[config.mk]
export PLATFORM = sky130hd
export DESIGN_NAME = motor_stall_reverser_core_flat
export DESIGN_NICKNAME = d
export VERILOG_FILES = /design/src/msr_pkg.sv /design/src/msr_ifs.sv /design/src/motor_stall_reverser_core.sv /design/src/msr_ctrl.sv /design/src/msr_dp.sv /design/src/flat_wrapper.sv
export VERILOG_INCLUDE_DIRS = /design/src /design/src/src
export SDC_FILE = /design/constraint.sdc
export NUM_CORES = 1
export LEC_CHECK = 0
export BUFFER_PORTS_ARGS = -buffer_cell sky130_fd_sc_hd__buf_2
export CAP_MARGIN = 20
export CORE_AREA = 2 2 167 169
export DETAILED_ROUTE_END_ITERATION = 8
export DIE_AREA = 0 0 169 171
export PLACE_DENSITY_LB_ADDON = 0.2
export SLEW_MARGIN = 20
export SYNTH_ARGS = -nofsm -noshare
export SYNTH_HDL_FRONTEND = slang
export SYNTH_SLANG_ARGS = --single-unit
[constraint.sdc]
create_clock -name clk -period 6.1 [get_ports clk]
set_clock_uncertainty 0.2 [all_clocks]
set_input_delay 1.22 -clock clk [delete_from_list [all_inputs] [get_ports clk]]
set_output_delay 1.22 -clock clk [all_outputs]
set_load 0.005 [all_outputs]
[src/assert_macros.svh]
// Assertion macros for the motor stall reverser RTL.
// Depends on signals named clk and arst_n in the including module.
`ifndef ASSERT_MACROS_SVH
`define ASSERT_MACROS_SVH

// Plain concurrent check, disabled while reset is asserted.
`define MSR_ASSERT(lbl, prop, msg) \
	lbl: assert property (@(posedge clk) disable iff (!arst_n) prop) \
		else $error(msg);

// Check that a condition is followed in the next cycle by a consequence.
`define MSR_ASSERT_NEXT(lbl, pre, post, msg) \
	`MSR_ASSERT(lbl, (pre) |=> (post), msg)

`endif

[src/msr_pkg.sv]
// Shared types, widths and codes for the motor stall reverser.
// No dependencies; the interfaces, core, controller and datapath import this package.
`default_nettype none

package msr_pkg;

	// Sizing of the sample ring and derived widths.
	localparam int RING_DEPTH  = 8;
	localparam int SAMPLE_BITS = 12;
	localparam int SLOT_W      = $clog2(RING_DEPTH);
	localparam int FILL_W      = $clog2(RING_DEPTH + 1);
	localparam int SUM_W       = SAMPLE_BITS + SLOT_W;
	localparam int DIVCNT_W    = $clog2(SUM_W);
	localparam int CMP_W       = ((SUM_W > 12) ? SUM_W : 12) + 2;

	// Fixed field widths of the channels.
	localparam int OPC_W      = 3;
	localparam int SENSE_W    = 12;
	localparam int AVG_W      = 12;
	localparam int MARGIN_W   = 12;
	localparam int TICK_W     = 16;
	localparam int CFG_IDX_W  = 2;
	localparam int CFG_DATA_W = 16;

	// Request opcodes.
	localparam logic [OPC_W-1:0] OP_TICK    = 3'd0;
	localparam logic [OPC_W-1:0] OP_FORWARD = 3'd1;
	localparam logic [OPC_W-1:0] OP_BACK    = 3'd2;
	localparam logic [OPC_W-1:0] OP_STOP    = 3'd3;
	localparam logic [OPC_W-1:0] OP_REVERSE = 3'd4;

	// Configuration register indexes.
	localparam logic [CFG_IDX_W-1:0] CFG_STALL_MARGIN    = 2'd0;
	localparam logic [CFG_IDX_W-1:0] CFG_SETTLE_TICKS    = 2'd1;
	localparam logic [CFG_IDX_W-1:0] CFG_SAMPLE_INTERVAL = 2'd2;
	localparam logic [CFG_IDX_W-1:0] CFG_JAM_DISABLE     = 2'd3;

	// Configuration reset values.
	localparam logic [MARGIN_W-1:0] RST_STALL_MARGIN    = 12'd100;
	localparam logic [TICK_W-1:0]   RST_SETTLE_TICKS    = 16'd1000;
	localparam logic [TICK_W-1:0]   RST_SAMPLE_INTERVAL = 16'd100;

	// Motor direction.
	typedef enum logic [1:0] {
		DIR_STOPPED  = 2'd0,
		DIR_FORWARD  = 2'd1,
		DIR_BACKWARD = 2'd2
	} dir_t;

	// Controller states, one-hot.
	typedef enum logic [4:0] {
		ST_IDLE = 5'b00001,
		ST_EXEC = 5'b00010,
		ST_DIV  = 5'b00100,
		ST_CHK  = 5'b01000,
		ST_FIN  = 5'b10000
	} state_t;

	// Commands from the controller to the datapath.
	typedef struct packed {
		logic capture;
		logic exec;
		logic div_step;
		logic check;
		logic publish;
	} cmd_t;

	// Status from the datapath to the controller.
	typedef struct packed {
		logic needs_div;
		logic div_last;
		logic out_busy;
	} sts_t;

endpackage

`default_nettype wire

[src/msr_ifs.sv]
// Valid/ready channel interfaces for requests, results and configuration.
// Depends on msr_pkg for the field widths.
`default_nettype none

// Request channel: opcode and sense sample.
interface msr_cmd_if;
	import msr_pkg::*;
	logic                valid;
	logic                ready;
	logic [OPC_W-1:0]    opcode;
	logic [SENSE_W-1:0]  sense_sample;
	modport source (output valid, output opcode, output sense_sample, input ready);
	modport sink (input valid, input opcode, input sense_sample, output ready);
endinterface

// Result channel: drive lines, stall flag and average.
interface msr_res_if;
	import msr_pkg::*;
	logic              valid;
	logic              ready;
	logic              drive_fwd;
	logic              drive_bwd;
	logic              stall_seen;
	logic [AVG_W-1:0]  sample_average;
	modport source (output valid, output drive_fwd, output drive_bwd,
		output stall_seen, output sample_average, input ready);
	modport sink (input valid, input drive_fwd, input drive_bwd,
		input stall_seen, input sample_average, output ready);
endinterface

// Configuration write channel.
interface msr_cfg_if;
	import msr_pkg::*;
	logic                   valid;
	logic                   ready;
	logic [CFG_IDX_W-1:0]   reg_index;
	logic [CFG_DATA_W-1:0]  wdata;
	modport source (output valid, output reg_index, output wdata, input ready);
	modport sink (input valid, input reg_index, input wdata, output ready);
endinterface

`default_nettype wire

[src/motor_stall_reverser_core.sv]
// Top level of the motor stall reverser: joins controller and datapath.
// Depends on msr_pkg, the channel interfaces, msr_ctrl and msr_dp.
// Commands, and ticks that compute no average, pass from acceptance through the
// execute and publish steps to the result register. Ticks that average the ring
// add SUM_W divider steps and a check step between execute and publish (SUM_W = 15
// at default sizing). One request is worked on at a time; an unread result holds
// the next request in its publish step. Reset is asynchronous, active low, and
// restores the register defaults, stops the motor and empties the sample ring.
`default_nettype none

module motor_stall_reverser_core (
	input  wire         clk,
	input  wire         arst_n,
	msr_cmd_if.sink     cmd_ch,
	msr_res_if.source   res_ch,
	msr_cfg_if.sink     cfg_ch
);
	import msr_pkg::*;

	cmd_t cmd;
	sts_t sts;

	// Configuration writes are always taken.
	assign cfg_ch.ready = 1'b1;

	// Controller.
	msr_ctrl u_ctrl (
		.clk       (clk),
		.arst_n    (arst_n),
		.req_valid (cmd_ch.valid),
		.req_ready (cmd_ch.ready),
		.sts       (sts),
		.cmd       (cmd)
	);

	// Datapath.
	msr_dp u_dp (
		.clk            (clk),
		.arst_n         (arst_n),
		.cmd            (cmd),
		.sts            (sts),
		.opcode         (cmd_ch.opcode),
		.sense_sample   (cmd_ch.sense_sample),
		.cfg_we         (cfg_ch.valid),
		.cfg_index      (cfg_ch.reg_index),
		.cfg_wdata      (cfg_ch.wdata),
		.res_valid      (res_ch.valid),
		.res_ready      (res_ch.ready),
		.res_drive_fwd  (res_ch.drive_fwd),
		.res_drive_bwd  (res_ch.drive_bwd),
		.res_stall_seen (res_ch.stall_seen),
		.res_average    (res_ch.sample_average)
	);

endmodule

`default_nettype wire

[src/msr_ctrl.sv]
// Controller state machine of the motor stall reverser.
// Depends on msr_pkg; drives the datapath through cmd_t and reads sts_t.
`default_nettype none

module msr_ctrl (
	input  wire               clk,
	input  wire               arst_n,
	input  wire               req_valid,
	output logic              req_ready,
	input  msr_pkg::sts_t     sts,
	output msr_pkg::cmd_t     cmd
);
	import msr_pkg::*;

	state_t state_q;
	state_t state_d;

	// Next state and command decode.
	always_comb begin
		state_d   = state_q;
		cmd       = '0;
		req_ready = 1'b0;
		unique case (state_q)
			ST_IDLE: begin
				req_ready = 1'b1;
				if (req_valid) begin
					cmd.capture = 1'b1;
					state_d     = ST_EXEC;
				end
			end
			ST_EXEC: begin
				cmd.exec = 1'b1;
				state_d  = sts.needs_div ? ST_DIV : ST_FIN;
			end
			ST_DIV: begin
				cmd.div_step = 1'b1;
				if (sts.div_last) begin
					state_d = ST_CHK;
				end
			end
			ST_CHK: begin
				cmd.check = 1'b1;
				state_d   = ST_FIN;
			end
			ST_FIN: begin
				if (!sts.out_busy) begin
					cmd.publish = 1'b1;
					state_d     = ST_IDLE;
				end
			end
			default: begin
				state_d = ST_IDLE;
			end
		endcase
	end

	// State register.
	always_ff @(posedge clk or negedge arst_n) begin
		if (!arst_n) begin
			state_q <= ST_IDLE;
		end else begin
			state_q <= state_d;
		end
	end

endmodule

`default_nettype wire

[src/msr_dp.sv]
// Datapath of the motor stall reverser: configuration, motor state,
// sample ring, serial divider and result register. Depends on msr_pkg.
`default_nettype none
`include "assert_macros.svh"

module msr_dp (
	input  wire                             clk,
	input  wire                             arst_n,
	input  msr_pkg::cmd_t                   cmd,
	output msr_pkg::sts_t                   sts,
	input  wire [msr_pkg::OPC_W-1:0]        opcode,
	input  wire [msr_pkg::SENSE_W-1:0]      sense_sample,
	input  wire                             cfg_we,
	input  wire [msr_pkg::CFG_IDX_W-1:0]    cfg_index,
	input  wire [msr_pkg::CFG_DATA_W-1:0]   cfg_wdata,
	output logic                            res_valid,
	input  wire                             res_ready,
	output logic                            res_drive_fwd,
	output logic                            res_drive_bwd,
	output logic                            res_stall_seen,
	output logic [msr_pkg::AVG_W-1:0]       res_average
);
	import msr_pkg::*;

	// Configuration registers.
	logic [MARGIN_W-1:0] margin_q;
	logic [TICK_W-1:0]   settle_q;
	logic [TICK_W-1:0]   interval_q;
	logic                jam_dis_q;

	// Motor and ring state.
	dir_t                   dir_q;
	logic [TICK_W-1:0]      tsc_q;
	logic [TICK_W-1:0]      tss_q;
	logic [SLOT_W-1:0]      slot_q;
	logic [FILL_W-1:0]      fill_q;
	logic [SUM_W-1:0]       sum_q;
	logic [SAMPLE_BITS-1:0] ring_q [RING_DEPTH];

	// Captured request.
	logic [OPC_W-1:0]       opc_q;
	logic [SAMPLE_BITS-1:0] sample_q;

	// Divider and per-request result.
	logic [FILL_W-1:0]   divisor_q;
	logic [FILL_W-1:0]   rem_q;
	logic [SUM_W-1:0]    quo_q;
	logic [DIVCNT_W-1:0] cnt_q;
	logic                stall_q;
	logic [AVG_W-1:0]    avg_q;

	// Combinational values.
	logic [TICK_W-1:0]      tsc_inc;
	logic [TICK_W-1:0]      tss_inc;
	logic                   is_tick;
	logic                   check_en;
	logic                   store_en;
	logic                   full;
	logic [SAMPLE_BITS-1:0] old_sample;
	logic [SUM_W-1:0]       sum_new;
	logic [FILL_W-1:0]      fill_new;
	logic [SLOT_W-1:0]      slot_next;
	dir_t                   cmd_dir;
	logic                   dir_change;
	logic [FILL_W:0]        rem_sh;
	logic [FILL_W:0]        rem_sub;
	logic                   stall_hit;

	// Tick bookkeeping and the store decision.
	always_comb begin
		tsc_inc    = (tsc_q == '1) ? tsc_q : tsc_q + 1'b1;
		tss_inc    = (tss_q == '1) ? tss_q : tss_q + 1'b1;
		is_tick    = (opc_q == OP_TICK);
		check_en   = is_tick && (dir_q == DIR_FORWARD) && !jam_dis_q && (tsc_inc >= settle_q);
		store_en   = check_en && (tss_inc >= interval_q);
		full       = (fill_q == FILL_W'(RING_DEPTH));
		old_sample = full ? ring_q[slot_q] : '0;
		sum_new    = store_en ? (sum_q - SUM_W'(old_sample) + SUM_W'(sample_q)) : sum_q;
		fill_new   = (store_en && !full) ? fill_q + 1'b1 : fill_q;
		slot_next  = (slot_q == SLOT_W'(RING_DEPTH - 1)) ? '0 : slot_q + 1'b1;
	end

	// Direction requested by a command.
	always_comb begin
		cmd_dir = dir_q;
		unique case (opc_q)
			OP_FORWARD: cmd_dir = DIR_FORWARD;
			OP_BACK:    cmd_dir = DIR_BACKWARD;
			OP_STOP:    cmd_dir = DIR_STOPPED;
			OP_REVERSE: begin
				if (dir_q == DIR_FORWARD) begin
					cmd_dir = DIR_BACKWARD;
				end else if (dir_q == DIR_BACKWARD) begin
					cmd_dir = DIR_FORWARD;
				end
			end
			default: cmd_dir = dir_q;
		endcase
		dir_change = (cmd_dir != dir_q);
	end

	// One restoring division step and the stall comparison.
	always_comb begin
		rem_sh    = {rem_q, quo_q[SUM_W-1]};
		rem_sub   = rem_sh - {1'b0, divisor_q};
		stall_hit = CMP_W'(quo_q) > (CMP_W'(sample_q) + CMP_W'(margin_q));
	end

	// Status towards the controller.
	always_comb begin
		sts.needs_div = check_en && (fill_new != '0);
		sts.div_last  = (cnt_q == DIVCNT_W'(SUM_W - 1));
		sts.out_busy  = res_valid && !res_ready;
	end

	// Configuration writes.
	always_ff @(posedge clk or negedge arst_n) begin
		if (!arst_n) begin
			margin_q   <= RST_STALL_MARGIN;
			settle_q   <= RST_SETTLE_TICKS;
			interval_q <= RST_SAMPLE_INTERVAL;
			jam_dis_q  <= 1'b0;
		end else if (cfg_we) begin
			unique case (cfg_index)
				CFG_STALL_MARGIN:    margin_q   <= cfg_wdata[MARGIN_W-1:0];
				CFG_SETTLE_TICKS:    settle_q   <= cfg_wdata[TICK_W-1:0];
				CFG_SAMPLE_INTERVAL: interval_q <= cfg_wdata[TICK_W-1:0];
				CFG_JAM_DISABLE:     jam_dis_q  <= cfg_wdata[0];
				default:             jam_dis_q  <= jam_dis_q;
			endcase
		end
	end

	// Motor state, tick counters and ring bookkeeping.
	always_ff @(posedge clk or negedge arst_n) begin
		if (!arst_n) begin
			dir_q  <= DIR_STOPPED;
			tsc_q  <= '0;
			tss_q  <= '0;
			slot_q <= '0;
			fill_q <= '0;
			sum_q  <= '0;
		end else if (cmd.exec) begin
			if (is_tick) begin
				tsc_q <= tsc_inc;
				tss_q <= store_en ? '0 : tss_inc;
				if (store_en) begin
					sum_q  <= sum_new;
					fill_q <= fill_new;
					slot_q <= slot_next;
				end
			end else if (dir_change) begin
				dir_q  <= cmd_dir;
				tsc_q  <= '0;
				slot_q <= '0;
				fill_q <= '0;
				sum_q  <= '0;
			end
		end else if (cmd.check && stall_hit) begin
			dir_q  <= DIR_BACKWARD;
			tsc_q  <= '0;
			slot_q <= '0;
			fill_q <= '0;
			sum_q  <= '0;
		end
	end

	// Ring storage; entries beyond the fill count are never read.
	always_ff @(posedge clk) begin
		if (cmd.exec && store_en) begin
			ring_q[slot_q] <= sample_q;
		end
	end

	// Request capture.
	always_ff @(posedge clk) begin
		if (cmd.capture) begin
			opc_q    <= opcode;
			sample_q <= SAMPLE_BITS'(sense_sample);
		end
	end

	// Serial divider and per-request result.
	always_ff @(posedge clk) begin
		if (cmd.exec) begin
			rem_q     <= '0;
			quo_q     <= sum_new;
			divisor_q <= fill_new;
			cnt_q     <= '0;
			stall_q   <= 1'b0;
			avg_q     <= '0;
		end else if (cmd.div_step) begin
			if (rem_sh >= {1'b0, divisor_q}) begin
				rem_q <= rem_sub[FILL_W-1:0];
				quo_q <= {quo_q[SUM_W-2:0], 1'b1};
			end else begin
				rem_q <= rem_sh[FILL_W-1:0];
				quo_q <= {quo_q[SUM_W-2:0], 1'b0};
			end
			cnt_q <= cnt_q + 1'b1;
		end else if (cmd.check) begin
			stall_q <= stall_hit;
			avg_q   <= AVG_W'(quo_q);
		end
	end

	// Result register.
	always_ff @(posedge clk or negedge arst_n) begin
		if (!arst_n) begin
			res_valid <= 1'b0;
		end else if (cmd.publish) begin
			res_valid <= 1'b1;
		end else if (res_ready) begin
			res_valid <= 1'b0;
		end
	end

	always_ff @(posedge clk) begin
		if (cmd.publish) begin
			res_drive_fwd  <= (dir_q == DIR_FORWARD);
			res_drive_bwd  <= (dir_q == DIR_BACKWARD);
			res_stall_seen <= stall_q;
			res_average    <= avg_q;
		end
	end

	// The fill count never passes the ring depth.
	`MSR_ASSERT(a_fill_bound, fill_q <= FILL_W'(RING_DEPTH), "fill count above ring depth")
	// Until the ring is full the write slot tracks the fill count.
	`MSR_ASSERT(a_slot_tracks_fill, (fill_q != FILL_W'(RING_DEPTH)) |-> (slot_q == SLOT_W'(fill_q)), "write slot out of step with fill count")
	// A detected stall reverses the motor and empties the ring.
	`MSR_ASSERT_NEXT(a_stall_reverses, cmd.check && stall_hit, (dir_q == DIR_BACKWARD) && (fill_q == '0) && (sum_q == '0), "stall did not reverse and clear")

endmodule

`default_nettype wire
[src/flat_wrapper.sv]
// flat-port wrapper written by rule: the top's interface ports become plain ports
module motor_stall_reverser_core_flat import msr_pkg::*;
  (clk, arst_n, cmd_ch_valid, cmd_ch_opcode, cmd_ch_sense_sample, cmd_ch_ready, res_ch_valid, res_ch_drive_fwd, res_ch_drive_bwd, res_ch_stall_seen, res_ch_sample_average, res_ch_ready, cfg_ch_valid, cfg_ch_reg_index, cfg_ch_wdata, cfg_ch_ready);
  msr_cmd_if cmd_ch_i ();
  msr_res_if res_ch_i ();
  msr_cfg_if cfg_ch_i ();
  input  wire clk;
  input  wire arst_n;
  input wire logic [$bits(cmd_ch_i.valid)-1:0] cmd_ch_valid;
  input wire logic [$bits(cmd_ch_i.opcode)-1:0] cmd_ch_opcode;
  input wire logic [$bits(cmd_ch_i.sense_sample)-1:0] cmd_ch_sense_sample;
  output wire logic [$bits(cmd_ch_i.ready)-1:0] cmd_ch_ready;
  output wire logic [$bits(res_ch_i.valid)-1:0] res_ch_valid;
  output wire logic [$bits(res_ch_i.drive_fwd)-1:0] res_ch_drive_fwd;
  output wire logic [$bits(res_ch_i.drive_bwd)-1:0] res_ch_drive_bwd;
  output wire logic [$bits(res_ch_i.stall_seen)-1:0] res_ch_stall_seen;
  output wire logic [$bits(res_ch_i.sample_average)-1:0] res_ch_sample_average;
  input wire logic [$bits(res_ch_i.ready)-1:0] res_ch_ready;
  input wire logic [$bits(cfg_ch_i.valid)-1:0] cfg_ch_valid;
  input wire logic [$bits(cfg_ch_i.reg_index)-1:0] cfg_ch_reg_index;
  input wire logic [$bits(cfg_ch_i.wdata)-1:0] cfg_ch_wdata;
  output wire logic [$bits(cfg_ch_i.ready)-1:0] cfg_ch_ready;
  assign cmd_ch_i.valid = cmd_ch_valid;
  assign cmd_ch_i.opcode = cmd_ch_opcode;
  assign cmd_ch_i.sense_sample = cmd_ch_sense_sample;
  assign cmd_ch_ready = cmd_ch_i.ready;
  assign res_ch_valid = res_ch_i.valid;
  assign res_ch_drive_fwd = res_ch_i.drive_fwd;
  assign res_ch_drive_bwd = res_ch_i.drive_bwd;
  assign res_ch_stall_seen = res_ch_i.stall_seen;
  assign res_ch_sample_average = res_ch_i.sample_average;
  assign res_ch_i.ready = res_ch_ready;
  assign cfg_ch_i.valid = cfg_ch_valid;
  assign cfg_ch_i.reg_index = cfg_ch_reg_index;
  assign cfg_ch_i.wdata = cfg_ch_wdata;
  assign cfg_ch_ready = cfg_ch_i.ready;
  motor_stall_reverser_core u_core (.clk(clk), .arst_n(arst_n), .cmd_ch(cmd_ch_i), .res_ch(res_ch_i), .cfg_ch(cfg_ch_i));
endmodule
==> results.md <==
* Prevailing post-synth register cell: edfxtp_1
* WHS at 0.2262 ns
* Seq pwr share at 44.3%
* Unrepaired setup endpoints after global routing: no
* Root Buffer: clkbuf_16
* Worst Hold Path EP: u_core.u_dp.res_average[9]
* Slew HR at 29.33%
* Register area share after synthesis at 52.03%
* Critical-path cell list: ha_1 > inv_1 > fa_1 > nor2b_1 > o21ai_0 > a21oi_1 > o21ai_0 > a21oi_1 > o21ai_0 > and4b_1 > a211oi_1 > ha_1 > nand4_1 > nor4_1 > a21boi_0 > or4_1 > o21ai_0 > o311a_1 > or2_2 > o21ai_0
* All-Layer GR Usage at 22.41%
* Largest net degree at the start of global routing at 68
* Post-route ant nets at 0
* Static Leak at 6.597 nW
* Post-CTS setup buffers at 0
* Crit-path most repeated cell: o21ai_0
* Antenna violations before repair at 0
* Final #Nets at 1481
* Wire per inst at 18.66 um
* Share of power burned in combinational logic at 23.0%
* Hold_buf cts at 0
* Synth area leader: edfxtp_1
* Pwr Total at 5.299 mW
* Hold depth at 0
* Dpl hpwl at 23.18 mm
* First-pass GRT wire length at 50.64 mm
* CTS resizes at 0
* CTS tree: yes
* Worst stage delay on the critical path at 0.56 ns
* Status: finished, final reports clean
* Initial DRC count at 653
* P_sw at 1.594 mW
* Wirelength, routed at 31.95 mm
* CTS Buf Count at 29
* P_int at 3.705 mW
* MaxCap Viol Count at 0
* Die Height at 171 um
* Antenna diodes at 0
* Hold_sp: u_core.u_dp.avg_q[9]
* P per Cell Area at 332.0 nW/um^2
* GPL Wtd Cong at 0.8911
* Vias post-DR at 9837
* Async SR Flop Fraction at 39.19%
* Peak supply drop at 252.0 uV
* Drt pass-1 iters at 5
* # setup viols final at 0
* Initial Util at 52.54%
* Hold Fails Final Rpt at 0
* Clk network pwr share at 32.7%
* Crit path max-delay cell type: edfxtp_1
* Io pins at 56
* Die Footprint at 28900 sq um
* Worst Hold Class: reg2reg
* Sw Ratio at 30.08%
* Synth Net Count at 1428
* Worst r2r src: u_core.u_dp.sample_q[0]
* Worst r2r dst: u_core.u_dp.slot_q[1]
* Setup TNS at 0 ns
* Buf/Inv on CP at 1
* Startpoint types: flip-flop
* Vias in the first global route at 9363
* Drt drc at 0
* Max Freq at 181.5 MHz
* Worst skew pair latency at 0.55 ns
* Cell variety after synth at 75
* Core Area at 27320 sq um
* Worst slew pin tran at 1.054 ns
* Worst Path Required at 6.32 ns
* Num rows at 61
* Post-Syn Instances at 1292
* Layout area overhead at 11.18%
* Worst-path fanout max at 18
* Clock H-tree levels at 1
* Setup slack, reg-to-reg at 0.59 ns
* Die width at 169 um
* Number of clock sinks at 273
* Total gr overflow at 0
* Util after Layout at 58.41%
* Worst Reg2Reg Path Length in Cells at 20
* Synth top area share at 30.33%
* Via/cell ratio at 5.746
* Worst path arrival time at 5.72 ns
* Yosys warns at 0
* CTS max path bufs at 3
* Final period util at 90.30%
* Main area contributors after synthesis: edfxtp_1 (30%), dfrtp_1 (16%), ha_1 (7.3%)
* Register bit total from synthesis at 273
* Crit-path leading delay family: compound AO/OA/AOI/OAI gates
* Kind of critical path: reg2reg
* Register clock-pin slew on the reported worst setup and hold paths at 0.06 ns
* Slew Viols, Final at 0
* Min Tclk post-route at 5.508 ns
* Fraction of layout cells with a size suffix above 1 at 16.54%
* Syn_area_per_cell at 11.11 sq um
* Post-Syn Area at 14360 sq um
* Element type at the critical path end: flip-flop
* Post-synth EDFFs at 145
* PortBufs at 54
layout make-up:
type                            instances  area [sq um]
Clock buffer                           40         827.0
Clock inverter                         12         116.4
Fill cell                            2286         11360
Inverter                              106         397.9
Multi-Input combinational cell        858          6272
Sequential cell                       273          7468
Tap cell                              346         432.9
Timing Repair Buffer                   77         445.4
worst max-delay path by stage:
stage                                  startpoint                        to  cells after the start
final                     u_core.u_dp.sample_q[0]     u_core.u_dp.slot_q[1]                     20
after global routing      u_core.u_dp.sample_q[0]     u_core.u_dp.slot_q[1]                     20
after CTS                 u_core.u_dp.sample_q[0]     u_core.u_dp.slot_q[1]                     20
after detailed placement  u_core.u_dp.sample_q[0]     u_core.u_dp.slot_q[1]                     20
after global placement    u_core.u_dp.sample_q[1]     u_core.u_dp.slot_q[1]                     19
after floorplan              u_core.u_dp.tsc_q[3]  u_core.u_dp.ring_q[0][0]                     18
cells by family after synthesis:
group                      synth area share (%)
other                                   0.02612
and+or+nand+nor                           12.33
DFF                                       52.03
AOI/OAI and AO/OA                         13.17
adders and majority gates                 9.274
buffers and inverters                     4.506
xor gates and xnor gates                  2.746
muxes                                     5.918
state kept, by name, summed over array words and instances, names as in the netlist, 15 cells and up:
signal	flops
u_core.u_dp.tss_q	16
u_core.u_dp.tsc_q	16
u_core.u_dp.quo_q	15
u_core.u_dp.settle_q	16
u_core.u_dp.ring_q	96
u_core.u_dp.interval_q	16
u_core.u_dp.sum_q	15
cell usage in the layout, fill, tap and decap left out, types with 31 or more instances in the layout:
cell and instances:
edfxtp_1 145, inv_1 106, nand2_1 106, nor2_1 96
dfrtp_1 94, ha_1 84, a21oi_1 73, mux2_2 63
buf_2 53, o21ai_0 40, nand3_1 33, a22o_1 31
synth_stat cells (11+ instances only):
cell        n
a211oi_1   11
a21o_1     17
a21oi_1    73
a221oi_1   12
a22o_1     31
a22oi_1    13
a31oi_1    23
and2_1     15
clkbuf_1   34
dfrtp_1    94
dfstp_2    13
dfxtp_1    21
edfxtp_1  145
fa_1       14
ha_1       84
inv_1     106
mux2_2     63
nand2_1   106
nand3_1    33
nand4_1    11
nor2_1     96
nor2b_1    17
nor3_1     17
o21ai_0    40
xnor2_1    29
xor2_1     16
power groups by stage:
stage / clock network [mW] / registers [mW] / logic [mW]
floorplan: 0 / 2.29 / 0.913
global placement: 0 / 2.38 / 1.19
detailed placement: 0 / 2.39 / 1.22
CTS: 1.76 / 2.35 / 1.22
global route: 1.84 / 2.37 / 1.38
finish: 1.73 / 2.35 / 1.22
stage by stage:
stage | area, sq um | cells | worst slack, ns
5_1_grt | 15960 | 1712 | 0.1975
2_1_floorplan | 14360 | 1292 | 0.5985
4_1_cts | 15960 | 1712 | 0.6937
6_report | 15960 | 1712 | 0.5917
3_3_place_gp | 15020 | 1660 | 0.7625
3_5_place_dp | 15020 | 1660 | 0.7149
layer usage:
layer | share of wire [%] | wire length [um] | GRT usage (%) | vias to the layer above
li1 | - | - | - | 4798
met1 | 48 | 15190 | 32.80 | 4720
met2 | 45 | 14400 | 35.62 | 278
met3 | 5.7 | 1821 | 3.169 | 41
met4 | 1.7 | 537 | 5.351 | 0
met5 | 0 | 0 | 0 | -
Power figures use the tool's default switching activity.
